--- src/sv/cnms_pkg.sv ---
// shared types and constants of the canny non-maximum suppression unit
`default_nettype none

package cnms_pkg;

  localparam int MAG_W   = 15;
  localparam int DER_W   = 16;
  localparam int LEN_W   = 11;
  localparam int CNT_W   = 16;
  localparam int CFG_W   = 16;
  localparam int CLASS_W = 2;
  localparam int PROD_W  = DER_W + MAG_W;

  // line store entry: {derivative pair, centre magnitude, previous magnitude}
  localparam int MEM_W = 2 * DER_W + 2 * MAG_W;

  localparam int MAX_LINE_DEF = 1024;

  localparam logic [LEN_W-1:0] LINE_LENGTH_RST = LEN_W'(640);
  localparam logic [CNT_W-1:0] LINE_COUNT_RST  = CNT_W'(480);

  localparam logic CFG_LINE_LENGTH = 1'b0;
  localparam logic CFG_LINE_COUNT  = 1'b1;

  localparam logic [CLASS_W-1:0] EDGE_BORDER   = 2'd0;
  localparam logic [CLASS_W-1:0] EDGE_NONE     = 2'd1;
  localparam logic [CLASS_W-1:0] EDGE_POSSIBLE = 2'd2;

  typedef struct packed {
    logic                    is_padding;
    logic [MAG_W-1:0]        grad_mag;
    logic signed [DER_W-1:0] grad_x;
    logic signed [DER_W-1:0] grad_y;
  } in_item_t;

  typedef struct packed {
    logic [CLASS_W-1:0] edge_class;
    logic               end_of_frame;
  } out_item_t;

  // operands of the interpolated test for one window centre
  typedef struct packed {
    logic [DER_W-1:0] major;
    logic [DER_W-1:0] minor;
    logic [DER_W-1:0] diff;
    logic [MAG_W-1:0] mag;
    logic [MAG_W-1:0] g1;
    logic [MAG_W-1:0] g2;
    logic [MAG_W-1:0] g3;
    logic [MAG_W-1:0] g4;
    logic             zero;
    logic             border;
    logic             eof;
  } nms_ops_t;

endpackage

`default_nettype wire

--- src/sv/cnms_classify.sv ---
// product and compare stages of the interpolated suppression test
`default_nettype none

module cnms_classify (
  input  wire logic                clk,
  input  wire logic                rst_n,
  input  wire logic                en,
  input  wire logic                ops_valid,
  input  wire cnms_pkg::nms_ops_t  ops,
  output logic                     res_valid,
  output cnms_pkg::out_item_t      res
);

  logic [cnms_pkg::PROD_W-1:0] p_mm_r, p_a1_r, p_b1_r, p_a3_r, p_b3_r;
  logic                        s3_valid_r, s3_zero_r, s3_border_r, s3_eof_r;
  logic [cnms_pkg::PROD_W:0]   side1, side3, lhs;

  always_ff @(posedge clk) begin
    if (!rst_n) begin
      s3_valid_r <= 1'b0;
    end else if (en) begin
      s3_valid_r <= ops_valid;
    end
  end

  always_ff @(posedge clk) begin
    if (en) begin
      p_mm_r      <= ops.major * ops.mag;
      p_a1_r      <= ops.minor * ops.g1;
      p_b1_r      <= ops.diff * ops.g2;
      p_a3_r      <= ops.minor * ops.g3;
      p_b3_r      <= ops.diff * ops.g4;
      s3_zero_r   <= ops.zero;
      s3_border_r <= ops.border;
      s3_eof_r    <= ops.eof;
    end
  end

  always_comb begin
    lhs   = {1'b0, p_mm_r};
    side1 = {1'b0, p_a1_r} + {1'b0, p_b1_r};
    side3 = {1'b0, p_a3_r} + {1'b0, p_b3_r};
    res.end_of_frame = s3_eof_r;
    if (s3_border_r) begin
      res.edge_class = cnms_pkg::EDGE_BORDER;
    end else if (s3_zero_r) begin
      res.edge_class = cnms_pkg::EDGE_NONE;
    end else if (lhs >= side1 && lhs >= side3) begin
      res.edge_class = cnms_pkg::EDGE_POSSIBLE;
    end else begin
      res.edge_class = cnms_pkg::EDGE_NONE;
    end
  end

  assign res_valid = s3_valid_r;

endmodule

`default_nettype wire

--- config.mk ---
export PLATFORM = sky130hd
export DESIGN_NAME = cnms_classify
export DESIGN_NICKNAME = d
export VERILOG_FILES = /design/src/sv/cnms_pkg.sv /design/src/sv/cnms_classify.sv
export SDC_FILE = /design/constraint.sdc
export NUM_CORES = 2
export LEC_CHECK = 0
export BUFFER_PORTS_ARGS = -buffer_cell sky130_fd_sc_hd__buf_2
export CAP_MARGIN = 10
export CORE_MARGIN = 2
export CORE_UTILIZATION = 60
export CTS_BUF_LIST = sky130_fd_sc_hd__clkbuf_8
export DETAILED_ROUTE_END_ITERATION = 8
export MAX_ROUTING_LAYER = met4
export PLACE_DENSITY_LB_ADDON = 0.25
export SETUP_SLACK_MARGIN = 0.1
export SYNTH_ARGS = -nofsm -noshare
export SYNTH_HDL_FRONTEND = slang
export SYNTH_SLANG_ARGS = --single-unit
--- constraint.sdc ---
create_clock -name clk -period 11.88 [get_ports clk]
set_input_delay 2.376 -clock clk [delete_from_list [all_inputs] [get_ports clk]]
set_output_delay 2.376 -clock clk [all_outputs]
set_load 0.02 [all_outputs]
; ---- After elaboration in Yosys (flattened, before gate mapping)
; Index checks and enable logic that the tools add are counted.
[word_totals]
ff_bits = 159
input_bits = 130
wordCells = 22
[op_classes]
addsub = 2
mul = 5
order_cmp = 2
mux = 3
n_reduce_logical = 1
[ops]
columns = cell, count
row1 = multiplier 16 x 15 -> 31 bit, 5
row2 = adder 31 x 31 -> 32 bit, 2
row3 = greater-or-equal comparator 31 x 32 -> 1 bit, 2
row4 = two-way mux 2 bit, 3
row5 = logical AND 1 bit, 1

; ---- Logic depth before layout (Yosys ltp)
[logic_depth]
ltp_word = 6
depth_mapped = 25
ltp_nobuf = 23

; ---- Least setup slack after synthesis
; Ideal clock, no wire load.
[synth_timing]
path_type = input -> register
startpoint = in ops[18] (netlist name)
endpoint = reg p_a3_r[26] (netlist name), data pin
setup_time_ns = 0.263
t_arrival_ns = 8.165
required_time_ns = 11.617
path_slack_ns = 3.452
stages = 24
path_buffers = 1
path_cell_list = clkbuf_1 > and2_1 > fa_1 > inv_1 > fa_1 > inv_1 > fa_1 > inv_1 > fa_1 > inv_1 > fa_1 > inv_1 > fa_1 > inv_1 > ha_1 > a21o_1 > a21oi_2 > a21boi_2 > a21oi_2 > a311o_2 > a41oi_4 > o21ai_2 > and4_4 > a2111o_1
[synth_via]
elab_chain_cells = 1
[synth_rtl]
columns = item, line
row1 = from (decl), cnms_classify.sv:9  ; input wire cnms_pkg::nms_ops_t ops,
row2 = multiplier 16 x 15 -> 31 bit, cnms_classify.sv:31  ; p_a3_r <= ops.minor * ops.g3;
row3 = to (signal assigned), cnms_classify.sv:31
row4 = to (decl), cnms_classify.sv:14  ; logic [cnms_pkg::PROD_W-1:0] p_mm_r, p_a1_r, p_b1_r, p_a3_r, p_b3_r;
; No other way between the ends.
; A chain may end at the register's enable or synchronous reset.

; ---- Final worst setup path
[layout_timing]
startpoint = in ops[104] (netlist name)
endpoint = reg p_a3_r[26] (netlist name), data pin
; The elaborated chain is that of the path after synthesis.

==> run metrics <==
Post-route DRC=0; met3 usage=between 3 and 4%; EDFF count, synth=158; setup tns final=0 ns; Final min period=between 8 and 9 ns; number of max-cap violations=0; Tot GR Track Use=29.4%; critical path capture point type=register; cell count after synthesis=5,303; IO Count=134; Top FF cell, synth=edfxtp_1; hold_buf cts=0; Area contributors post-synth=fa_1, ha_1, edfxtp_1; FMAX=118 MHz; grt met2 use=50.9%; Synthesis Warnings=0; Synth area leader=fa_1; share of layout cells above drive strength 1=3.74%; clk_skew=0 ns; count leader, synth=inv_1; critical path class=in -> reg; Max-slew headroom=33.7%; net count after synthesis=6,934; Most Used Layer, Global Route=met2; CTS Root Cell=clkbuf_8; Crit path required time=12.13 ns; largest net degree at the start of global routing=82; Vias/cell=5.61; RSZ-0062 raised after global routing=false; Slew @ Worst Pin=0.995 ns; Num CTS Buffers=17; global route total overflow=0; # resized after CTS=0; #FFs+latches synth=159; Hold Vio Cnt, Final=0; Die H=~290 um; Final Setup Violations=0; DRT iter0 DRCs=approximately 2,200; Inst Count DP=around 6,300; H-tree depth=4; clock latency on the worst-skew pair=0.49 ns; Vias=roughly 36,000; die area=0.0837 mm2; RePlAce Congestion=0.912; Initial DRT Pass Iterations=7; async set-reset flop share out of synthesis=0%; post-DP HPWL=just over 90 mm; DRT antenna net count=0; CTS tree=done; part of the cycle the worst path needs=71.1%; initial antenna violation count=3; Slew Limit Fails=0; first-pass GRT wire length=between 150 and 200 mm; I/O Buffers=approximately 130; Reg clk slew, reported paths=0.09 ns; vias in the first global route=38,228; Die W=just under 300 um; core outline area=0.0805 mm2; Worst Path Arrival=roughly 8.7 ns; Hold Crit Class=reg -> reg; CP startpoint kind=input pin; Critical Path Fanout Max=30; Longest Clk Path Bufs=2; most instantiated cells after synthesis=inv_1, fa_1, and2_1; Post-Syn Area=0.0489 mm2; Avg WL per Cell=17.8 um; # rows=104; synth unique cells=92; clock sink total=159; fin cells=around 6,300; share of the synthesized area in the top cell type=a little under two fifths; Starting Density=60.7%; P&R area growth vs syn=3.37%; status=completed; final WL=roughly 110 mm; met1 Use GR=between 30% and 40%; Setup Buffers After CTS=0; nets=around 6,900; post-synthesis sequential area ratio=about a tenth; Avg Inst Size Synth=about 9.2 um2
cells in the final DEF (no fill, tap or decap), types with 20 or more instances in the layout:
master       n
nor2_1     102
o21ai_0     80
edfxtp_1   158
a21oi_1    153
xor2_1      63
o21a_1      27
nor2b_1     22
nand2b_1    24
nand3_1     35
nand2_1    596
ha_1       599
and2_1     708
inv_1     1095
xnor2_1    120
nor3_1      32
a211oi_1    21
o21bai_1    23
nand4_1     20
a21o_1     108
buf_2      132
fa_1       902
per-layer routing:
| metal | wire length (um) | part of all wire [%] | vias up |
|---|---|---|---|
| li1 | - | - | 16308 |
| met1 | 45500 | 40 | 18025 |
| met2 | 57800 | 51 | 1008 |
| met3 | 6770 | 6.0 | 192 |
| met4 | 2840 | 2.5 | 0 |
| met5 | 0 | 0 | - |
final timing paths:
kind	slack, ns	depth (start not counted)	end	startpoint
min reg2reg	0.53	2	res_valid$_SDFFE_PN0P_	res_valid$_SDFFE_PN0P_
max	3.43	24	p_a3_r[26]$_DFFE_PP_	ops[104]
min	0.53	2	res_valid$_SDFFE_PN0P_	res_valid$_SDFFE_PN0P_
max reg2reg	11.28	2	res_valid$_SDFFE_PN0P_	res_valid$_SDFFE_PN0P_
metrics by stage:
step | instance area [um2] | hold WS, ns | setup slack, ns | utilization [%]
5_1_grt | 50500 | 0.576 | 3.15 | 62.7
2_1_floorplan | 48900 | 0.589 | 3.45 | -
4_1_cts | 50500 | 0.536 | 3.46 | 62.7
3_5_place_dp | 50100 | 0.512 | 2.92 | 62.2
3_3_place_gp | 50100 | 0.493 | 2.96 | 62.2
6_report | 50500 | 0.531 | 3.43 | 62.7
sequential cells by signal (all words and copies together) (netlist names):
signal       count
p_b3_r          31
s3_eof_r         1
s3_zero_r        1
p_mm_r          31
s3_border_r      1
p_a1_r          31
p_a3_r          31
p_b1_r          31
res_valid        1
worst max-delay path, cell delays in order:
cell	delay (ns)
buf_2	0.30
and2_1	0.25
fa_1	0.53
inv_1	0.05
fa_1	0.53
inv_1	0.05
fa_1	0.52
inv_1	0.06
fa_1	0.54
inv_1	0.05
fa_1	0.48
inv_1	0.05
fa_1	0.48
inv_1	0.04
ha_1	0.33
a21o_1	0.20
a21oi_2	0.17
a21boi_2	0.21
a21oi_2	0.09
a311o_2	0.43
a41oi_4	0.27
o21ai_2	0.12
and4_4	0.19
a2111o_1	0.37
cell families after synthesis:
logic type / count (synthesis) / synth area share [%]
muxes: 2 / 0.0410
buffers and inverters: 1298 / 10.0
and+or+nand+nor: 1604 / 16.9
xor gates and xnor gates: 183 / 3.28
DFF: 159 / 9.75
AOI/OAI and AO/OA: 556 / 7.76
adders and majority gates: 1501 / 52.3
area by class of cell:
type	instances	area [um2]
inverter	1095	4110
fill	6824	30000
clock inverter	15	169
antenna	2	5.00
timing repair buffer	135	687
sequential	159	4760
clock buffer	17	234
multi-input combinational	3846	39200
tap	1060	1330
Power is not shown: default switching activity piles up to over one toggle a cycle in this logic, so the estimate is an artifact.
