File: src/sv/cnms_ram.sv
// generic single-port-write, single-port-read ram with registered read
`default_nettype none

module cnms_ram #(
  parameter int WIDTH = 8,
  parameter int DEPTH = 16
) (
  input  wire logic                     clk,
  input  wire logic                     wr_en,
  input  wire logic [$clog2(DEPTH)-1:0] wr_addr,
  input  wire logic [WIDTH-1:0]         wr_data,
  input  wire logic                     rd_en,
  input  wire logic [$clog2(DEPTH)-1:0] rd_addr,
  output logic      [WIDTH-1:0]         rd_data
);

  logic [WIDTH-1:0] mem [DEPTH];

  always_ff @(posedge clk) begin
    if (wr_en) begin
      mem[wr_addr] <= wr_data;
    end
    // read during write to the same entry returns the old data
    if (rd_en) begin
      rd_data <= mem[rd_addr];
    end
  end

endmodule

`default_nettype wire

File: config.mk
export PLATFORM = sky130hd
export DESIGN_NAME = cnms_ram
export DESIGN_NICKNAME = d
export VERILOG_FILES = /design/src/sv/cnms_ram.sv
export SDC_FILE = /design/constraint.sdc
export NUM_CORES = 1
export LEC_CHECK = 0
export BUFFER_PORTS_ARGS = -buffer_cell sky130_fd_sc_hd__buf_2
export CAP_MARGIN = 20
export CORE_MARGIN = 1.5
export CORE_UTILIZATION = 35
export DETAILED_ROUTE_END_ITERATION = 10
export SYNTH_ARGS = -nofsm -noshare
export SYNTH_HDL_FRONTEND = slang
export SYNTH_SLANG_ARGS = --single-unit
export TNS_END_PERCENT = 1
File: constraint.sdc
create_clock -name clk -period 4.8 [get_ports clk]
set_input_delay 0.96 -clock clk [delete_from_list [all_inputs] [get_ports clk]]
set_output_delay 0.96 -clock clk [all_outputs]
set_load 0.02 [all_outputs]
Word-level counts from Yosys, hierarchy flattened
Memories as Yosys holds them, arrays and structs flattened. A register that Yosys moved wholly into a read port is not among the register bits.
Index checks and enable logic that the tools add are counted.
{"block": "totals", "regBits": 0, "latch_bits": 0, "ramBits": 128, "romBits": 0, "input_bits": 19, "word_cells": 3, "memories": 1}
{"name": "mem", "depth": 16, "word_bits": 8, "read_ports": 1, "rd_clocked_by_memory_dff": 1, "wr": 1, "line_no": "17", "rtl": "logic [WIDTH-1:0] mem [DEPTH];"}
{"block": "op_classes", "addsub": 0, "mul": 0, "div_mod_pow": 0, "order_cmp": 0, "eq_ne": 0, "n_shift": 0, "mux": 2, "bitwise": 0, "reduce_logical": 0}
{"operator": "$mux 1", "count": 2}

Depth between registers and ports, before layout
Gate-level depths: netlist (run 1).
{"block": "depth", "word_depth": 2, "ltp_mapped": 5}

Worst setup path after synthesis (run 1)
No wires, ideal clock.
{"block": "synth_timing", "path_kind": "input to register", "from": "in wr_addr[2]", "to": "mem mem[0][0] (enable)", "setup_time_ns": 0.383, "t_arrival_ns": 2.070, "path_slack_ns": 2.347, "stages": 2, "cell_sequence": "or3b_2 > nor3_1"}
{"item": "start, declared", "line_no": "10", "rtl": "input wire logic [$clog2(DEPTH)-1:0] wr_addr,"}
{"item": "end, declared", "line_no": "17"}
Straight into the memory's write port.

==> results of run 1 <==
## final timing paths
kind | startpoint | end | slack, ps | cells after the start
setup / recovery | rd_addr[0] | rd_data[3]$_DFFE_PP_ | 2400 | 5
hold / removal | mem[14][2]$_DFFE_PP_ | rd_data[2]$_DFFE_PP_ | 740 | 3
setup reg to reg | mem[9][4]$_DFFE_PP_ | rd_data[4]$_DFFE_PP_ | 3320 | 3
hold reg to reg | mem[14][2]$_DFFE_PP_ | rd_data[2]$_DFFE_PP_ | 740 | 3
## stage by stage
stage,instance area [sq um],util (%)
6_report,6180,42.5
3_3_place_gp,5530,38.1
5_1_grt,6180,42.5
2_1_floorplan,5230,-
3_5_place_dp,5530,38.1
4_1_cts,6160,42.4
## state kept, by name, summed over array words and instances, names as in the netlist
name / flops
mem: 128
rd_data: 8
## layout make-up
type | instances | area (sq um)
Tap cell | 184 | 230
Clock buffer | 17 | 425
Timing Repair Buffer | 31 | 180
Multi-Input combinational cell | 83 | 1060
Fill cell | 1281 | 8350
Sequential cell | 136 | 4080
Clock inverter | 14 | 206
## worst reg2reg max path, stage by stage, from the launching register on
cell and delay (ps):
edfxtp_1 350, mux4_1 500, a22oi_1 270, nand2_1 110
## power by group
group | switching (mW) | leakage (nW) | total [mW] | internal [mW]
registers | 0.00700 | 1.24 | 1.35 | 1.34
clock network | 0.467 | 0.296 | 1.38 | 0.913
logic | 0.0764 | 0.504 | 0.125 | 0.0485
total | 0.551 | 2.04 | 2.85 | 2.30
## kinds of logic (layout without fill, tap and decap cells)
kind of cell / count (synthesis) / count (layout) / synth area share, %
simple gates: 35 / 35 / 3.14
mux: 32 / 32 / 14.8
compound gates: 16 / 16 / 2.30
flops: 136 / 136 / 78.1
buf+inv: 10 / 62 / 1.65
## routing by layer
| layer | GRT usage (%) | up-vias | share of wire, % |
|---|---|---|---|
| met5 | 0 | - | 0 |
| met2 | 19.4 | 61 | 45 |
| met4 | 4.21 | 0 | 0.87 |
| met3 | 4.19 | 7 | 5.2 |
| li1 | - | 1060 | - |
| met1 | 21.1 | 1290 | 49 |
## cells in the final DEF, fill, tap and decap left out
cell type and instances:
clkinv_2 2, mux4_1 14, and2_1 1, or3b_2 1
nand3_1 1, nor3_1 4, bufinv_16 5, clkinv_1 2
nand2b_1 2, clkinvlp_4 4, buf_4 4, nand3b_1 2
nor2b_1 1, mux4_2 18, buf_2 26, clkbuf_16 17
a22oi_1 16, and2b_1 1, nand2_1 9, clkinv_4 1
nor2_1 13, buf_12 1, edfxtp_1 136
==> metrics.md, run 1 <==
| Metric | Value |
|---|---|
| Max-slew violations | 0 |
| Period minus WS final | 2400 ps |
| Distinct cells, synth | 18 |
| Via count | 2418 |
| Post-CTS Setup Repair Bufs | 0 |
| Detailed Route WL | ~10 mm |
| Worst Path Buf+Inv | 2 |
| Row cnt | 44 |
| CTS Hold Bufs | 0 |
| CTS H-tree lvls | 4 |
| First-pass GRT wire length | 15.6 mm |
| Primary FF master, synth | edfxtp_1 |
| Post-DR wirelength/cell | 21.9 um |
| Total Routing Usage GR | 13.9% |
| Antenna diode count | 0 |
| Initial antenna violation count | 0 |
| Slew @ Worst Pin | 988 ps |
| Initial DRT Pass Iterations | 4 |
| Crit end category | flip-flop |
| Post-synthesis sequential area ratio | 78.1% |
| CP delay by family, top | buffers and inverters |
| Core region area | 14500 sq um |
| Max VDD drop | 0.286 mV |
| Setup crit start kind | primary input |
| Nets | approximately 290 |
| Residual DRC count | 0 |
| Post-synth EDFFs | between 100 and 150 |
| Chip Width | 125 um |
| Critical Path AT | 2540 ps |
| Layout cell share with drive strength beyond 1 | 28.1% |
| Clock transition at the registers of the reported paths | approximately 60 ps |
| Detail-routed via count per cell | 5.20 |
| CTS Buf Count | 17 |
| Worst-skew pair later-pin latency | 410 ps |
| Pin count of the biggest net entering global routing | 33 |
| Die area | 15700 sq um |
| Mapped Avg Cell Area | 22.8 sq um |
| Syn nets | 248 |
| Synthesized instance count | 229 |
| Die height | 125 um |
| Worst-path cell chain | buf_2, buf_12, mux4_1, a22oi_1, nand2_1 |
| CTS root buf | clkbuf_16 |
| CTS tree | built |
| Yosys warnings | 0 |
| Placed instance count | 433 |
| Max Cap Viol | 0 |
| Final period utilization | 49.9% |
| TNS Setup | 0 ps |
| Fraction of registers with async set/reset | 0% |
| RSZ-0062 raised after global routing | no |
| Longest Clk Path Bufs | 2 |
| Ranking of synthesized cells by area | edfxtp_1 78%, mux4_2 7.8%, mux4_1 7.0% |
| Status | finished clean |
| Slowest stage cell, crit path | mux4_1 |
| Mapped Area | between 5000 and 6000 sq um |
| Final ANT Viol Nets | 0 |
| Post-synth top cells | 136 x edfxtp_1, 18 x mux4_2, 16 x a22oi_1 |
| I/O pins | 27 |
| Design Power | 2.85 mW |
| Min-Delay Path Class | flip-flop to flip-flop |
| 1st-iter DRT viols | 200 |
| Hold WS | 741 ps |
| Synth-to-Final Area Change | 18.3% |
| Final setup viols | 0 |
| Hold Fails Final Rpt | 0 |
| Post_cts resized | 0 |
| Initial Util | 36.0% |
| Port bufs | 26 |
| GPL Wtd Cong | around 0.72 |
| Crit path largest cell delay | 590 ps |
| Final std cells w/o fill | 465 |
| Slew HR | 33.9% |
| Fin Clk Skew | a little over 7 ps |
| Worst setup margin | 2400 ps |
| Total gr overflow | 0 |
| Critical path class | primary input to flip-flop |
| Detailed Place HPWL | 6.31 mm |
| Worst-path fanout max | 18 |
| Area leader, netlist | edfxtp_1 |
| WP data required | a little under 5000 ps |
| Synth top area share | between 70% and 80% |
| Power Density | ~460 nW/um^2 |
| Static Leak | 2.04 nW |
| Clock Sinks | 136 |
| Top-count cell post-synth | edfxtp_1 |
| FF+latch count, synth | 136 |
| Pre-CTS WS | 1640 ps |
| Vias in the first global route | roughly 2500 |
| FMAX | 418 MHz |
No activity file was read; power rests on OpenSTA's default activity.
==> run 2, diff against run 1 <==
Clock period 4.8 ns to 2.05 ns, I/O delays scaled along.
==> run 2 against run 1 <==
Compared with the run above: final area increased by 2.5%; combinational power rose to 2.5 times the previous value; clock power rose by 120%; critical path type unchanged; largest power group is now sequential cells.
==> metrics.md, run 2 (same netlist as run 1, synthesis figures left out) <==
| Metric | Value |
|---|---|
| Period minus WS final | 1550 ps |
| Max Cap Viol | 0 (unchanged) |
| Slew HR | 71.6% (+38 points) |
| Synth-to-Final Area Change | 21.2% |
| Layout cell share with drive strength beyond 1 | 33.1% (+5.0 points) |
| GPL Wtd Cong | 0.752 (+4.0%) |
| Antenna diode count | 0 (unchanged) |
| Critical path class | primary input to flip-flop |
| Via count | 2469 (+2.1%) |
| Design Power | 6.55 mW (+130%) |
| Nets | 308 (+6.9%) |
| Worst Hold Launch | wr_data[6] |
| Min-Delay Path Class | primary input to flip-flop |
| Critical Path AT | 1690 ps (-850 ps) |
| Core region area | 14500 sq um (unchanged) |
| WP data required | 2190 ps (-2760 ps) |
| Initial antenna violation count | 0 (unchanged) |
| Reg2reg setup slack | 570 ps (-2750 ps) |
| Crit end category | flip-flop |
| Die area | 15700 sq um (unchanged) |
| Setup crit start kind | primary input |
| Most flops, register | mem |
| CTS Hold Bufs | 0 (unchanged) |
| RSZ-0062 raised after global routing | no |
| Initial DRT Pass Iterations | 4 (unchanged) |
| Fin Clk Skew | 8.45 ps (+1.37 ps) |
| Chip Width | 125 um (unchanged) |
| Static Leak | 2.15 nW (+5.4%) |
| Design area | 6340 sq um (+2.5%) |
| Die height | 125 um (unchanged) |
| Grt met1 use | 19.7% (-1.4 points) |
| Port bufs | 26 (unchanged) |
| Pin count of the biggest net entering global routing | 17 (-48%) |
| Vias in the first global route | 2678 (+8.2%) |
| Clock Sinks | 136 (unchanged) |
| Placed instance area | 5730 sq um (+3.5%) |
| Final period utilization | between 70 and 80% |
| Row cnt | 44 (unchanged) |
| Hold EP | mem[4][6]$_DFFE_PP_ |
| Total gr overflow | 0 (unchanged) |
| Hold WS | 376 ps (-366 ps) |
| Longest Clk Path Bufs | 2 (unchanged) |
| Final ANT Viol Nets | 0 (unchanged) |
| Detailed Route WL | 10.3 mm (+1.3%) |
| First-pass GRT wire length | 16.0 mm (+2.3%) |
| Residual DRC count | 0 (unchanged) |
| Max reg flops | 128 (unchanged) |
| Post-DR wirelength/cell | 21.2 um (-3.0%) |
| TNS Setup | 0 ps (unchanged) |
| Total Routing Usage GR | 14.2% (+0.27 points) |
| CTS root buf | clkbuf_16 |
| CTS tree | built |
| Power Density | 1030 nW/um^2 (+120%) |
| Most frequent cells in the layout | 136 x edfxtp_1, 26 x buf_2, 22 x buf_4 |
| Met2 usage | 21.9% (+2.5 points) |
| Reg2Reg Depth | 3 (unchanged) |
| Max-slew violations | 0 (unchanged) |
| Busiest grt layer | met2 |
| Hold path depth | 1 (-2) |
| Worst-skew pair later-pin latency | 410 ps (about the same) |
| Grt met3 use | 3.34% (-0.86 points) |
| FMAX | 646 MHz |
| I/O pins | 27 (unchanged) |
| Commonest non-fill, non-tap cell in the layout | edfxtp_1 |
| CTS Buf Count | 17 (unchanged) |
| Final setup viols | 0 (unchanged) |
| Worst r2r src | mem[9][3]$_DFFE_PP_ |
| Status | finished clean |
| Hold Fails Final Rpt | 0 (unchanged) |
| Slew @ Worst Pin | 426 ps (-562 ps) |
| CTS H-tree lvls | 4 (unchanged) |
| Detailed Place HPWL | 6.87 mm (+8.9%) |
| Reg2reg end | rd_data[3]$_DFFE_PP_ |
| Post-CTS Setup Repair Bufs | 0 (unchanged) |
| Top flop regs | mem (128), rd_data (8) |
| 1st-iter DRT viols | 209 (+4.5%) |
| Clock transition at the registers of the reported paths | 60 ps (about the same) |
| Post_cts resized | 0 (unchanged) |
| Worst-path fanout max | 16 (-2) |
| Max VDD drop | 0.597 mV (+110%) |
| Initial Util | 36.0% (unchanged) |
| Detail-routed via count per cell | 5.08 (-2.3%) |
==> run 2: changes by cell type in the layout (fill, tap and decap cells not counted) <==
cell / change
clkinvlp_4: -1
buf_12: +2
bufinv_16: -1
clkinv_2: +3
buf_4: +18
==> run 2: routing by layer <==
metal | share of wire (%) | up-vias
li1 | - | 1101
met1 | 45 | 1283
met2 | 48 | 78
met3 | 6.1 | 7
met4 | 0.82 | 0
met5 | 0 | -
==> run 2: where the power goes <==
group          internal (mW)  switching [mW]  total, mW
Combinational          0.133           0.182      0.315
Sequential              3.13          0.0164       3.15
Clock                   2.01            1.07       3.08
==> run 2: stage by stage <==
| stage | utilization (%) | instances | setup slack (ps) |
|---|---|---|---|
| 2_1_floorplan | - | 229 | 147 |
| 5_1_grt | 43.6 | 486 | 413 |
| 3_3_place_gp | 39.4 | 454 | 63.4 |
| 4_1_cts | 43.6 | 486 | 507 |
| 6_report | 43.6 | 486 | 501 |
| 3_5_place_dp | 39.4 | 454 | 74.3 |
==> run 2: worst max-delay path, cell delays in order <==
cell and delay, ps:
buf_2 170, buf_12 190, mux4_1 570, a22oi_1 230, nand2_1 120
==> run 2: worst max-delay path by stage <==
stage               slack (ps)  startpoint                    to
finish                     500  rd_addr[0]  rd_data[3]$_DFFE_PP_
global route               410  rd_addr[0]  rd_data[3]$_DFFE_PP_
CTS                        510  rd_addr[0]  rd_data[4]$_DFFE_PP_
detailed placement          70  rd_addr[0]  rd_data[4]$_DFFE_PP_
global placement            60  rd_addr[0]  rd_data[3]$_DFFE_PP_
floorplan                  150  wr_addr[2]   mem[0][0]$_DFFE_PP_
==> run 2: cell type report <==
cell class              count  area, sq um
well taps                 184          230
repair buffers             51          355
clock inverters            15          184
fillers                  1277         8200
clock buffers              17          425
flip-flops and latches    136         4080
multi-input cells          83         1060
==> run 3, diff against run 2 <==
Settings changed: ABC_AREA set to 1.
Clock period 2.05 ns to 1.3 ns, I/O delays scaled along.
==> run 3 against run 2 <==
Compared with the run above: final area is 8.0% higher; count of clock-buffer cells in the layout increased by 2; final cell count is 70% higher; combinational power rose by 100%; critical endpoint is now rd_data[3]; first-iteration DRC count up 110%; flip-flop and latch count did not move; power grew 54%; sequential share of layout area shrank 4.8 points; critical path depth is 4 lower; clock power increased by 45%.
==> metrics.md, run 3 <==
| Metric | Value |
|---|---|
| Residual DRC count | 0 (unchanged) |
| Reg2reg setup slack | 100 ps (-470 ps) |
| Total Routing Usage GR | 16.8% (+2.6 points) |
| Fillers | 1594 (+25%) |
| Critical Path AT | 980 ps (-710 ps) |
| Post-synthesis sequential area ratio | 69.8% (-8.3 points) |
| Initial Util | 35.5% (-0.46 points) |
| Fraction of registers with async set/reset | 0% (unchanged) |
| Via count | 3840 (+56%) |
| Logic pwr share | 6.3% (+1.5 points) |
| Hold path depth | 1 (unchanged) |
| 1st-iter DRT viols | 433 (+110%) |
| First-pass GRT wire length | 21.7 mm (+36%) |
| Sequential Area | 4080 sq um (unchanged) |
| Placed instance area | 6300 sq um (+10%) |
| Status | finished clean |
| Reg power frac | 49.3% (+1.2 points) |
| Final ANT Viol Nets | 0 (unchanged) |
| Final period utilization | 95.6% |
| Mapped Area | 5850 sq um (+12%) |
| Post-synth EDFFs | 136 (unchanged) |
| Detail-routed via count per cell | 4.64 (-8.6%) |
| Layout cell share with drive strength beyond 1 | 12.4% (-21 points) |
| Nets | 613 (+99%) |
| CTS tree | built |
| Total internal power | 7.89 mW (+49%) |
| Synthesized instance count | 551 (+140%) |
| Fin Clk Skew | 5.29 ps (-3.16 ps) |
| Max reg flops | 128 (unchanged) |
| Period minus WS final | between 1000 and 1500 ps |
| Slew @ Worst Pin | 619 ps (+193 ps) |
| Setup crit start kind | flip-flop |
| Most flops, register | mem |
| Ranking of synthesized cells by area | edfxtp_1 70%, nand2_1 11%, nand3_1 8.3% |
| Min-Delay Path Class | primary input to flip-flop |
| CTS Hold Bufs | 0 (unchanged) |
| Max Cap Viol | 0 (unchanged) |
| Pin count of the biggest net entering global routing | 65 (+48) |
| Crit path largest cell delay | 390 ps (-180 ps) |
| Row cnt | 47 (+6.8%) |
| Worst Hold Launch | rd_en |
| Die height | 132 um (+5.6%) |
| Worst-path cell chain | buf_2 |
| Slew HR | 58.7% (-13 points) |
| Switching pwr | 2.19 mW (+72%) |
| GPL Wtd Cong | 0.849 (+13%) |
| Antenna diode count | 0 (unchanged) |
| Commonest non-fill, non-tap cell in the layout | nand2_1 |
| Reg2reg end | rd_data[7]$_DFFE_PP_ |
| FF+latch count, synth | 136 (unchanged) |
| Static Leak | 2.93 nW (+37%) |
| Final setup viols | 0 (unchanged) |
| Area leader, netlist | edfxtp_1 |
| Syn nets | 570 (+130%) |
| Initial antenna violation count | 0 (unchanged) |
| WP data required | 1040 ps (-1150 ps) |
| CP delay by family, top | flip-flops |
| CTS Buf Count | 17 (unchanged) |
| Longest Clk Path Bufs | 2 (unchanged) |
| Post-synth top cells | 173 x nand2_1, 136 x edfxtp_1, 100 x inv_1 |
| Distinct cells, synth | 11 (-7) |
| CTS root buf | clkbuf_16 |
| Yosys warnings | 0 (unchanged) |
| Clk pwr share | 44.4% (-2.7 points) |
| Worst r2r src | mem[5][7]$_DFFE_PP_ |
| Core region area | 16500 sq um (+13%) |
| Mapped Avg Cell Area | 10.6 sq um (-54%) |
| Initial DRT Pass Iterations | 4 (unchanged) |
| Vias in the first global route | 3889 (+45%) |
| Final core occ | 41.6% (-2.0 points) |
| Post_cts resized | 0 (unchanged) |
| Die area | 17500 sq um (+12%) |
| Detailed Place HPWL | 8.63 mm (+26%) |
| Worst-path fanout max | 1 (-15) |
| Hold Fails Final Rpt | 0 (unchanged) |
| Design area | 6850 sq um (+8.0%) |
| Crit end category | output pin |
| Most frequent cells in the layout | 173 x nand2_1, 136 x edfxtp_1, 100 x inv_1 |
| Post-DR wirelength/cell | 16.4 um (-23%) |
| Chip Width | 132 um (+5.6%) |
| Top-count cell post-synth | nand2_1 |
| Slowest stage cell, crit path | edfxtp_1 |
| Clock Sinks | 136 (unchanged) |
| Max VDD drop | 0.939 mV (+57%) |
| Total gr overflow | 0 (unchanged) |
| Hold EP | rd_data[5]$_DFFE_PP_ |
| Worst-skew pair later-pin latency | 410 ps (about the same) |
| Multi-input gate area | 1210 sq um (+15%) |
| Power Density | 1470 nW/um^2 (+42%) |
| Port bufs | 26 (unchanged) |
| Primary FF master, synth | edfxtp_1 |
| I/O pins | 27 (unchanged) |
| Max-slew violations | 0 (unchanged) |
| Critical path class | flip-flop to output pin |
| Post-CTS Setup Repair Bufs | 0 (unchanged) |
| Top flop regs | mem (128), rd_data (8) |
| Worst Path Buf+Inv | 1 (-1) |
| Synth-to-Final Area Change | 17.1% |
| Switching fraction of total power | 21.7% (+2.3 points) |
| Clock transition at the registers of the reported paths | 60 ps (about the same) |
| CTS H-tree lvls | 4 (unchanged) |
| Synth top area share | 69.8% (-8.3 points) |
| Detailed Route WL | 13.6 mm (+32%) |
| RSZ-0062 raised after global routing | no |
| FMAX | 805 MHz |
| Reg2Reg Depth | 6 (+3) |
==> run 3: changes by cell type in the layout (fill, tap and decap cells not counted), sizes merged, moves of 2 or more <==
cell / delta
a22oi: -16
buf: -3
bufinv: -2
clkbuf: +2
clkinv: +2
clkinvlp: -2
inv: +102
mux4: -32
nand2: +164
nand2b: -2
nand3: +96
nor2: +4
nor3: -4
==> run 3: worst max path at each step <==
stage                               from                   end  slack, ps  depth (start not counted)
detailed placement            rd_addr[1]  rd_data[7]$_DFFE_PP_       -240                          6
global placement              rd_addr[1]  rd_data[2]$_DFFE_PP_       -240                          6
CTS                 rd_data[3]$_DFFE_PP_            rd_data[3]         40                          1
finish              rd_data[3]$_DFFE_PP_            rd_data[3]         60                          1
global route        rd_data[3]$_DFFE_PP_            rd_data[3]         10                          1
floorplan                     wr_addr[3]   mem[4][0]$_DFFE_PP_         90                          2
==> run 3: area by class of cell <==
| class | count | area share, % |
|---|---|---|
| clock inverter | 13 | 1.63 |
| inverter | 102 | 5.59 |
| tap | 220 | 4.02 |
| multi-input combinational | 289 | 17.7 |
| timing repair buffer | 48 | 5.04 |
| sequential | 136 | 59.7 |
| clock buffer | 19 | 6.32 |
==> run 3: per-stage QoR <==
stage	instances	TNS, ps	hold slack [ps]	power, mW	setup WS, ps
6_report	827	0	200	10.1	57.1
5_1_grt	827	0	196	10.4	12.5
4_1_cts	827	0	191	10.2	37.1
3_5_place_dp	795	-1570	628	5.70	-245
3_3_place_gp	795	-1560	632	5.69	-239
2_1_floorplan	551	0	359	5.43	89.2
==> run 3: per-layer routing <==
| layer | track usage (%) | up-vias | wire, um |
|---|---|---|---|
| met3 | 4.92 | 14 | 833 |
| met2 | 25.8 | 124 | 6370 |
| met5 | 0 | - | 0 |
| li1 | - | 1867 | - |
| met4 | 4.95 | 0 | 188 |
| met1 | 23.1 | 1835 | 6170 |
==> run 3: power groups by stage <==
stage / clock [mW] / combinational [mW] / sequential [mW]
after floorplan: 0 / 0.346 / 5.08
after global placement: 0 / 0.636 / 5.06
after detailed placement: 0 / 0.642 / 5.06
after CTS: 4.54 / 0.645 / 4.97
after global routing: 4.71 / 0.712 / 4.98
final: 4.47 / 0.636 / 4.97
==> run 3: kinds of logic (layout without fill, tap and decap cells) <==
group,Yosys count,in the layout,share of synthesized area [%]
DFF,136,136,69.8
and+or+nand+nor,289,289,20.8
buffers and inverters,126,182,9.39
